`src/s1h_pkg.sv`:
```
// shared types and constants for the sha-1 stream hasher
// no dependencies
`timescale 1ns / 1ps
`default_nettype none
package s1h_pkg;
  localparam logic [1:0] ACT_DATA   = 2'd0;
  localparam logic [1:0] ACT_FINISH = 2'd1;
  localparam logic [1:0] ACT_ABORT  = 2'd2;

  localparam logic [31:0] H_INIT0 = 32'h67452301;
  localparam logic [31:0] H_INIT1 = 32'hEFCDAB89;
  localparam logic [31:0] H_INIT2 = 32'h98BADCFE;
  localparam logic [31:0] H_INIT3 = 32'h10325476;
  localparam logic [31:0] H_INIT4 = 32'hC3D2E1F0;

  localparam logic [31:0] K0 = 32'h5A827999;
  localparam logic [31:0] K1 = 32'h6ED9EBA1;
  localparam logic [31:0] K2 = 32'h8F1BBCDC;
  localparam logic [31:0] K3 = 32'hCA62C1D6;

  localparam logic [7:0] PAD_BYTE = 8'h80;

  typedef enum logic [6:0] {
    ST_IDLE  = 7'b0000001,
    ST_PAD   = 7'b0000010,
    ST_LOAD  = 7'b0000100,
    ST_ROUND = 7'b0001000,
    ST_ADD   = 7'b0010000,
    ST_EMIT  = 7'b0100000,
    ST_WAIT  = 7'b1000000
  } state_t;
endpackage
`default_nettype wire

```
`src/sha1_stream_hasher.sv`:
```
// sha-1 stream hasher top level: byte buffer memory, round unit, digest output
// depends on s1h_pkg
//
// usage:
//   input channel (valid/ready, action + data_byte): action 0 appends a byte,
//   1 finishes the message and returns the digest, 2 aborts the message.
//   output channel (valid/ready): five items H0..H4, last_word on H4.
// flow control:
//   a data byte is taken while idle, except the 64th byte of a block, which
//   starts the compression: a read-start state, 64 byte loads from the
//   byte memory (one byte port), 80 rounds, one per cycle, and a fold state,
//   and ready stays low until the fold is done.
//   finish pads the buffer one byte per cycle (up to 64), compresses one or
//   two blocks the same way, then presents the five digest words.
// reset clears chaining words, counters and the message flag; no clearing
// pass is needed. a stalled receiver holds the current digest word and the
// block takes no new item until all five words are taken.
`timescale 1ns / 1ps
`default_nettype none
module sha1_stream_hasher (
  input  wire logic        clk,
  input  wire logic        rst,
  input  wire logic        valid,
  output logic             ready,
  input  wire logic [1:0]  action,
  input  wire logic [7:0]  data_byte,
  output logic             out_valid,
  input  wire logic        out_ready,
  output logic [31:0]      digest_word,
  output logic [2:0]       word_index,
  output logic             last_word
);
  s1h_pkg::state_t state;

  // block buffer and schedule window memories
  logic [7:0]  buf_mem [64];
  logic [7:0]  buf_rd;
  logic [5:0]  buf_waddr, buf_raddr;
  logic [7:0]  buf_wdata;
  logic        buf_we;

  logic [31:0] win [16];
  logic [31:0] h [5];
  logic [31:0] a, b, c, d, e;
  logic [5:0]  fill;
  logic [60:0] msg_bytes;
  logic        open;
  logic        finishing;
  logic        second;  // the extra length block is being padded or hashed
  logic [6:0]  rnd;
  logic [5:0]  ld;      // byte counter while loading words
  logic [5:0]  pad_pos;
  logic [23:0] wacc;
  logic [2:0]  widx;

  assign ready = (state == s1h_pkg::ST_IDLE);

  // byte memory port, registered read
  always_ff @(posedge clk) begin
    if (buf_we) buf_mem[buf_waddr] <= buf_wdata;
    buf_rd <= buf_mem[buf_raddr];
  end

  logic [63:0] bits;
  assign bits = {msg_bytes, 3'b000};

  always_comb begin
    buf_we = 1'b0;
    buf_waddr = fill;
    buf_wdata = data_byte;
    buf_raddr = ld;
    if (state == s1h_pkg::ST_IDLE && valid && action == s1h_pkg::ACT_DATA) begin
      buf_we = 1'b1;
      buf_waddr = open ? fill : 6'd0;
    end else if (state == s1h_pkg::ST_PAD) begin
      buf_we = 1'b1;
      buf_waddr = pad_pos;
      if (pad_pos == fill && !second) buf_wdata = s1h_pkg::PAD_BYTE;
      else if (pad_pos >= 6'd56 && (!second ? fill < 6'd56 : 1'b1) &&
               !(pad_pos == fill && !second))
        buf_wdata = bits[8*(63-pad_pos) +: 8];
      else buf_wdata = 8'd0;
      if (!second && fill >= 6'd56 && pad_pos >= 6'd56 && pad_pos != fill)
        buf_wdata = 8'd0;
    end
  end

  // round function
  logic [31:0] f, k, w, sum;
  logic [31:0] wnew;
  assign wnew = {win[13] ^ win[8] ^ win[2] ^ win[0]} << 1 |
                {31'd0, (win[13][31] ^ win[8][31] ^ win[2][31] ^ win[0][31])};
  always_comb begin
    // the window rotates every round; entry 0 holds the word for rounds 0-15
    w = (rnd < 7'd16) ? win[0] : wnew;
    if (rnd < 7'd20) begin
      f = d ^ (b & (c ^ d)); k = s1h_pkg::K0;
    end else if (rnd < 7'd40) begin
      f = b ^ c ^ d; k = s1h_pkg::K1;
    end else if (rnd < 7'd60) begin
      f = (b & (c | d)) | (c & d); k = s1h_pkg::K2;
    end else begin
      f = b ^ c ^ d; k = s1h_pkg::K3;
    end
    sum = {a[26:0], a[31:27]} + f + e + k + w;
  end

  always_ff @(posedge clk) begin
    if (rst) begin
      state <= s1h_pkg::ST_IDLE;
      for (int i = 0; i < 5; i++) h[i] <= 32'd0;
      fill <= 6'd0;
      msg_bytes <= 61'd0;
      open <= 1'b0;
      finishing <= 1'b0;
      second <= 1'b0;
      rnd <= 7'd0;
      ld <= 6'd0;
      pad_pos <= 6'd0;
      widx <= 3'd0;
    end else begin
      case (state)
        s1h_pkg::ST_IDLE: begin
          if (valid) begin
            case (action)
              s1h_pkg::ACT_DATA: begin
                if (!open) begin
                  h[0] <= s1h_pkg::H_INIT0; h[1] <= s1h_pkg::H_INIT1;
                  h[2] <= s1h_pkg::H_INIT2; h[3] <= s1h_pkg::H_INIT3;
                  h[4] <= s1h_pkg::H_INIT4;
                  msg_bytes <= 61'd1;
                  open <= 1'b1;
                  fill <= 6'd1;
                end else begin
                  msg_bytes <= msg_bytes + 61'd1;
                  fill <= fill + 6'd1;
                  if (fill == 6'd63) begin
                    finishing <= 1'b0;
                    ld <= 6'd0;
                    state <= s1h_pkg::ST_WAIT;
                  end
                end
              end
              s1h_pkg::ACT_FINISH: begin
                widx <= 3'd0;
                if (open) begin
                  finishing <= 1'b1;
                  second <= 1'b0;
                  pad_pos <= fill;
                  state <= s1h_pkg::ST_PAD;
                end else state <= s1h_pkg::ST_EMIT;
              end
              s1h_pkg::ACT_ABORT: open <= 1'b0;
              default: ;
            endcase
          end
        end
        s1h_pkg::ST_PAD: begin
          pad_pos <= pad_pos + 6'd1;
          if (pad_pos == 6'd63) begin
            ld <= 6'd0;
            state <= s1h_pkg::ST_WAIT;
          end
        end
        s1h_pkg::ST_WAIT: begin  // first read issued
          ld <= ld + 6'd1;
          state <= s1h_pkg::ST_LOAD;
        end
        s1h_pkg::ST_LOAD: begin
          wacc <= {wacc[15:0], buf_rd};
          if (ld[1:0] == 2'd0) win[ld[5:2] - 4'd1] <= {wacc, buf_rd};
          ld <= ld + 6'd1;
          if (ld == 6'd0) begin
            a <= h[0]; b <= h[1]; c <= h[2]; d <= h[3]; e <= h[4];
            rnd <= 7'd0;
            state <= s1h_pkg::ST_ROUND;
          end
        end
        s1h_pkg::ST_ROUND: begin
          if (rnd < 7'd16) begin
            for (int i = 0; i < 15; i++) win[i] <= win[i+1];
            win[15] <= win[0];
          end else begin
            for (int i = 0; i < 15; i++) win[i] <= win[i+1];
            win[15] <= wnew;
          end
          e <= d; d <= c; c <= {b[1:0], b[31:2]}; b <= a; a <= sum;
          rnd <= rnd + 7'd1;
          if (rnd == 7'd79) state <= s1h_pkg::ST_ADD;
        end
        s1h_pkg::ST_ADD: begin
          h[0] <= h[0] + a; h[1] <= h[1] + b; h[2] <= h[2] + c;
          h[3] <= h[3] + d; h[4] <= h[4] + e;
          fill <= 6'd0;
          if (!finishing) state <= s1h_pkg::ST_IDLE;
          else if (!second && fill >= 6'd56) begin
            second <= 1'b1;
            pad_pos <= 6'd0;
            state <= s1h_pkg::ST_PAD;
          end else begin
            open <= 1'b0;
            finishing <= 1'b0;
            widx <= 3'd0;
            state <= s1h_pkg::ST_EMIT;
          end
        end
        s1h_pkg::ST_EMIT: begin
          if (out_ready) begin
            widx <= widx + 3'd1;
            if (widx == 3'd4) state <= s1h_pkg::ST_IDLE;
          end
        end
        default: state <= s1h_pkg::ST_IDLE;
      endcase
    end
  end

  assign out_valid = (state == s1h_pkg::ST_EMIT);
  assign word_index = widx;
  assign last_word = (widx == 3'd4);
  always_comb begin
    case (widx)
      3'd0: digest_word = h[0];
      3'd1: digest_word = h[1];
      3'd2: digest_word = h[2];
      3'd3: digest_word = h[3];
      3'd4: digest_word = h[4];
      default: digest_word = 32'd0;
    endcase
  end
endmodule
`default_nettype wire

```
`config.mk`:
```
export PLATFORM = sky130hd
export DESIGN_NAME = sha1_stream_hasher
export DESIGN_NICKNAME = d
export VERILOG_FILES = /design/src/s1h_pkg.sv /design/src/sha1_stream_hasher.sv
export SDC_FILE = /design/constraint.sdc
export NUM_CORES = 2
export LEC_CHECK = 0
export BUFFER_PORTS_ARGS = -buffer_cell sky130_fd_sc_hd__buf_2
export CORE_UTILIZATION = 41
export CTS_CLUSTER_DIAMETER = 120
export DETAILED_ROUTE_END_ITERATION = 16
export PLACE_DENSITY = 0.68
export SLEW_MARGIN = 20
export SYNTH_ARGS = -nofsm -noshare
export SYNTH_HDL_FRONTEND = slang
export SYNTH_SLANG_ARGS = --single-unit
```
`constraint.sdc`:
```
create_clock -name clk -period 17.1 [get_ports clk]
set_clock_uncertainty 0.05 [all_clocks]
set_input_delay 3.42 -clock clk [delete_from_list [all_inputs] [get_ports clk]]
set_output_delay 3.42 -clock clk [all_outputs]
set_load 0.02 [all_outputs]
```
==> impl_summary.log <==
INFO  metric dpl_cell_area = 76100 µm²
INFO  metric flow.area_growth_from_synthesis = 11.0%
INFO  metric timing.critical_path.slowest_cell_delay = 910 ps
INFO  metric cap_viol_max_count = 0
INFO  metric clock-sinks = 1475
INFO  metric switching_share = between 20% and 30%
INFO  metric preCtsSetupSlack = 9160 ps
INFO  metric final.setup.tns = 0 ps
INFO  metric postCtsSetupRepairBufs = 0
INFO  metric r2r_startpoint = rnd[5]
INFO  metric hold-path-endpoint = wacc[14]
INFO  metric worst_path_dominant_cell_family = compound AO/OA/AOI/OAI gates
INFO  metric ys.warnings.count = 0
INFO  metric first_global_vias = 47.2k
INFO  metric timing_worst_slew_pin_value = 1150 ps
INFO  metric cts-buffers-inserted = around 160
INFO  metric htree_levels = 4
INFO  metric clockBufferDepth = 3
INFO  metric synth-edff-count = between 1k and 1.5k
INFO  metric crit_path_end_kind = flip-flop
INFO  metric grt_usage = 21.0%
INFO  metric worstPathCellList = and4_1, nor2_1, nand2_1, buf_4, nand2_1, clkinv_1, a221oi_1, fa_1, fa_1, fa_1, inv_1, ha_1, a211oi_1, nor2_1, o41a_1, a31oi_1, o21ai_0, a21o_1, o41ai_1, or4b_2, nand3_1
INFO  metric timing.critical_path.buf_inv = 3
INFO  metric post-route-util = 45.9%
INFO  metric clock_tree.root_cell = sky130_fd_sc_hd__clkbuf_16
INFO  metric part_of_the_power_in_registers = 49.9%
INFO  metric place.detailed.instances = 8296
INFO  metric syn-instance-count = 6110
INFO  metric die_h = 424 µm
INFO  metric cp.required = 17590 ps
INFO  metric p_int = 6.23 mW
INFO  metric post_drt_via_cell_ratio = 5.66
INFO  metric synth_top_cell_area_share = 56.2%
INFO  metric dp_wirelength = ~120 mm
INFO  metric number_of_detailed_route_iterations_in_the_first_pass = 10
INFO  metric ff2ff_path_depth = 21
INFO  metric synth.ff_latch_count = 1475
INFO  metric design.final.nets = 6457
INFO  metric run_status = completed
INFO  metric power.leakage = slightly below 30 nW
INFO  metric gp_routability_congestion = 0.969
INFO  metric grt_max_degree = 151
INFO  metric layout.cells.non_filler = 8584
INFO  metric post_synth_main_area_contributors = sky130_fd_sc_hd__edfxtp_1 56%, sky130_fd_sc_hd__nand2_1 8.1%, sky130_fd_sc_hd__mux4_2 5.6%
INFO  metric met3WireLength = 13.3 mm
INFO  metric tritoncts = built
INFO  metric hold_viol = 0
INFO  metric core_area = roughly 180000 µm²
INFO  metric hold_depth = 0
INFO  metric library_cell_with_the_highest_instance_count_after_synthesis = sky130_fd_sc_hd__nand2_1
INFO  metric async_reset_ff_share = 0%
INFO  metric met1Wirelength = 77.7 mm
INFO  metric wl_met2 = 92.4 mm
INFO  metric highest_layer = met4
INFO  metric slew_violations = 0
INFO  metric grt_setup_unrepaired = false
INFO  metric post_synth_most_frequent_cells = 1571 x sky130_fd_sc_hd__nand2_1, 1368 x sky130_fd_sc_hd__edfxtp_1, 366 x sky130_fd_sc_hd__nor2_1
INFO  metric power_density = 101 nW/µm²
INFO  metric ant_nets = 0
INFO  metric worstReg2RegEnd = a[30]
INFO  metric regToRegSetupSlack = slightly below 9000 ps
INFO  metric postRouteWirelength = 190 mm
INFO  metric timing.fmax = 122 MHz
INFO  metric synth_largest_area_cell = sky130_fd_sc_hd__edfxtp_1
INFO  metric synth-seq-area-share = 59.2%
INFO  metric clk_latency = about 800 ps
INFO  metric via_total_after_detailed_routing = approximately 49k
INFO  metric peakVddDrop = roughly 0.09 mV
INFO  metric cts_stage_hold_buffer_count = 0
INFO  metric worst_slack = roughly 8900 ps
INFO  metric setup-violations-final = 0
INFO  metric ys.flop_type = sky130_fd_sc_hd__edfxtp_1
INFO  metric start_util = about two fifths
INFO  metric critical_path.most_common_cell = sky130_fd_sc_hd__fa_1
INFO  metric holdWs = 401 ps
INFO  metric share_clk_of_total_power = 41.1%
INFO  metric path_class = reg2reg
INFO  metric synth_nets = 6452
INFO  metric final_layout_size_suffix_gt1_share = about a tenth
INFO  metric min_from = wacc[6]
INFO  metric min_period = 8180 ps
INFO  metric synth.lib_cells_used.distinct = between 90 and 100
INFO  metric worst_ep_arrival_time = 8670 ps
INFO  metric avg_inst_size_synth = 12.0 µm²
INFO  metric layout.cell_area.non_filler = approximately 80000 µm²
INFO  metric timing.max_slew.rel_slack = 23.5%
INFO  metric power.combinational.fraction = 9.0%
INFO  metric timing.hold.worst.class = reg2reg
INFO  metric p_total = between 8 and 9 mW
INFO  metric synth.cell_area = 73000 µm²
INFO  metric number_of_antenna_violations_at_the_first_check_in_global_routing = 7
INFO  metric p_switching = slightly below 2 mW
INFO  metric globalRoute.totalOverflow = 0
INFO  metric initialDrtViolationCount = 5456
INFO  metric crit_fanout = 18
INFO  metric die_area = 180000 µm²
INFO  metric timing.critical_path.slowest_stage_cell = sky130_fd_sc_hd__clkinv_1
INFO  metric drcViolationCount = 0
INFO  metric path_clk_slew = 60 ps
INFO  metric min_period_over_period = 47.8%
INFO  metric post_cts.resized_instances = 0
INFO  metric dieWidth = 424 µm
INFO  metric placementRows = 154
INFO  metric avgRoutedWirePerCell = 22.2 µm
INFO  metric wire_length_of_the_first_global_routing_pass = 290 mm
INFO  metric crit_path_start_kind = flip-flop
INFO  metric port_buffers = 51
INFO  metric design.portCount = 52
[registers in the layout, indices dropped and copies added, names as in the netlist, 3 cells and up]
name        count
buf_mem       512
win           512
h             160
msg_bytes      61
a              32
b              32
c              32
d              32
e              32
wacc           24
buf_rd          8
rnd             7
state           7
buf_raddr       6
fill            6
pad_pos         6
word_index      3
[worst register-to-register path, stage by stage (launching register included)]
cell	delay, ps
sky130_fd_sc_hd__dfxtp_1	370
sky130_fd_sc_hd__and4_1	250
sky130_fd_sc_hd__nor2_1	200
sky130_fd_sc_hd__nand2_1	110
sky130_fd_sc_hd__buf_4	240
sky130_fd_sc_hd__nand2_1	790
sky130_fd_sc_hd__clkinv_1	910
sky130_fd_sc_hd__a221oi_1	540
sky130_fd_sc_hd__fa_1	520
sky130_fd_sc_hd__fa_1	440
sky130_fd_sc_hd__fa_1	560
sky130_fd_sc_hd__inv_1	60
sky130_fd_sc_hd__ha_1	290
sky130_fd_sc_hd__a211oi_1	250
sky130_fd_sc_hd__nor2_1	120
sky130_fd_sc_hd__o41a_1	460
sky130_fd_sc_hd__a31oi_1	490
sky130_fd_sc_hd__o21ai_0	410
sky130_fd_sc_hd__a21o_1	270
sky130_fd_sc_hd__o41ai_1	350
sky130_fd_sc_hd__or4b_2	210
sky130_fd_sc_hd__nand3_1	60
[cells in the final DEF, fill, tap and decap left out, types with 108 or more instances in the layout]
master and instances:
sky130_fd_sc_hd__a21oi_1 195, sky130_fd_sc_hd__clkbuf_16 161, sky130_fd_sc_hd__edfxtp_1 1368, sky130_fd_sc_hd__fa_1 125, sky130_fd_sc_hd__ha_1 203, sky130_fd_sc_hd__inv_1 250
sky130_fd_sc_hd__mux4_2 181, sky130_fd_sc_hd__nand2_1 1570, sky130_fd_sc_hd__nand3_1 108, sky130_fd_sc_hd__nor2_1 364, sky130_fd_sc_hd__o21ai_0 276, sky130_fd_sc_hd__xnor2_1 203
sky130_fd_sc_hd__xor2_1 108
[layout make-up]
| cell class | count | area [µm²] |
|---|---|---|
| fill | 15900 | 95400 |
| inverter | 253 | 950 |
| timing repair buffer | 119 | 778 |
| sequential | 1475 | 43200 |
| multi-input combinational | 4109 | 28200 |
| clock buffer | 193 | 4150 |
| tap | 2340 | 2930 |
| antenna | 3 | 7.51 |
| clock inverter | 92 | 870 |
[how the worst max path moves through the flow]
stage | from | endpoint | slack [ps] | cells past startpoint
after floorplan | rst | a[0] | 4210 | 5
after global placement | rnd[5] | a[30] | 9340 | 21
after global routing | rnd[5] | a[23] | 8500 | 23
after CTS | rnd[5] | a[30] | 9150 | 21
after detailed placement | rnd[5] | a[30] | 9160 | 23
final | rnd[5] | a[30] | 8920 | 21
[cell families (layout without fill, tap and decap cells)]
family | count (synthesis) | after routing | share of synthesized area (%)
AOI/OAI and AO/OA | 915 | 915 | 7.99
xor gates and xnor gates | 311 | 311 | 3.73
adders and majority gates | 328 | 328 | 6.90
buffers and inverters | 526 | 657 | 2.73
DFF | 1475 | 1475 | 59.2
muxes | 224 | 224 | 6.17
other | 0 | 3 | 0
and+or+nand+nor | 2331 | 2331 | 13.3
[power groups by stage]
stage	Clock (mW)	Combinational, mW	Sequential (mW)
after floorplan	0	0.552	4.13
final	3.38	0.740	4.10
after detailed placement	0	0.732	4.18
after global routing	3.55	0.809	4.10
after CTS	3.42	0.738	4.10
after global placement	0	0.715	4.18
[routing by layer]
metal / vias to the layer above / global-route usage, %
li1: 22000 / -
met1: 24200 / 28.1
met2: 1985 / 34.3
met3: 371 / 3.04
met4: 0 / 8.18
met5: - / 0
Power figures use the tool's default switching activity.
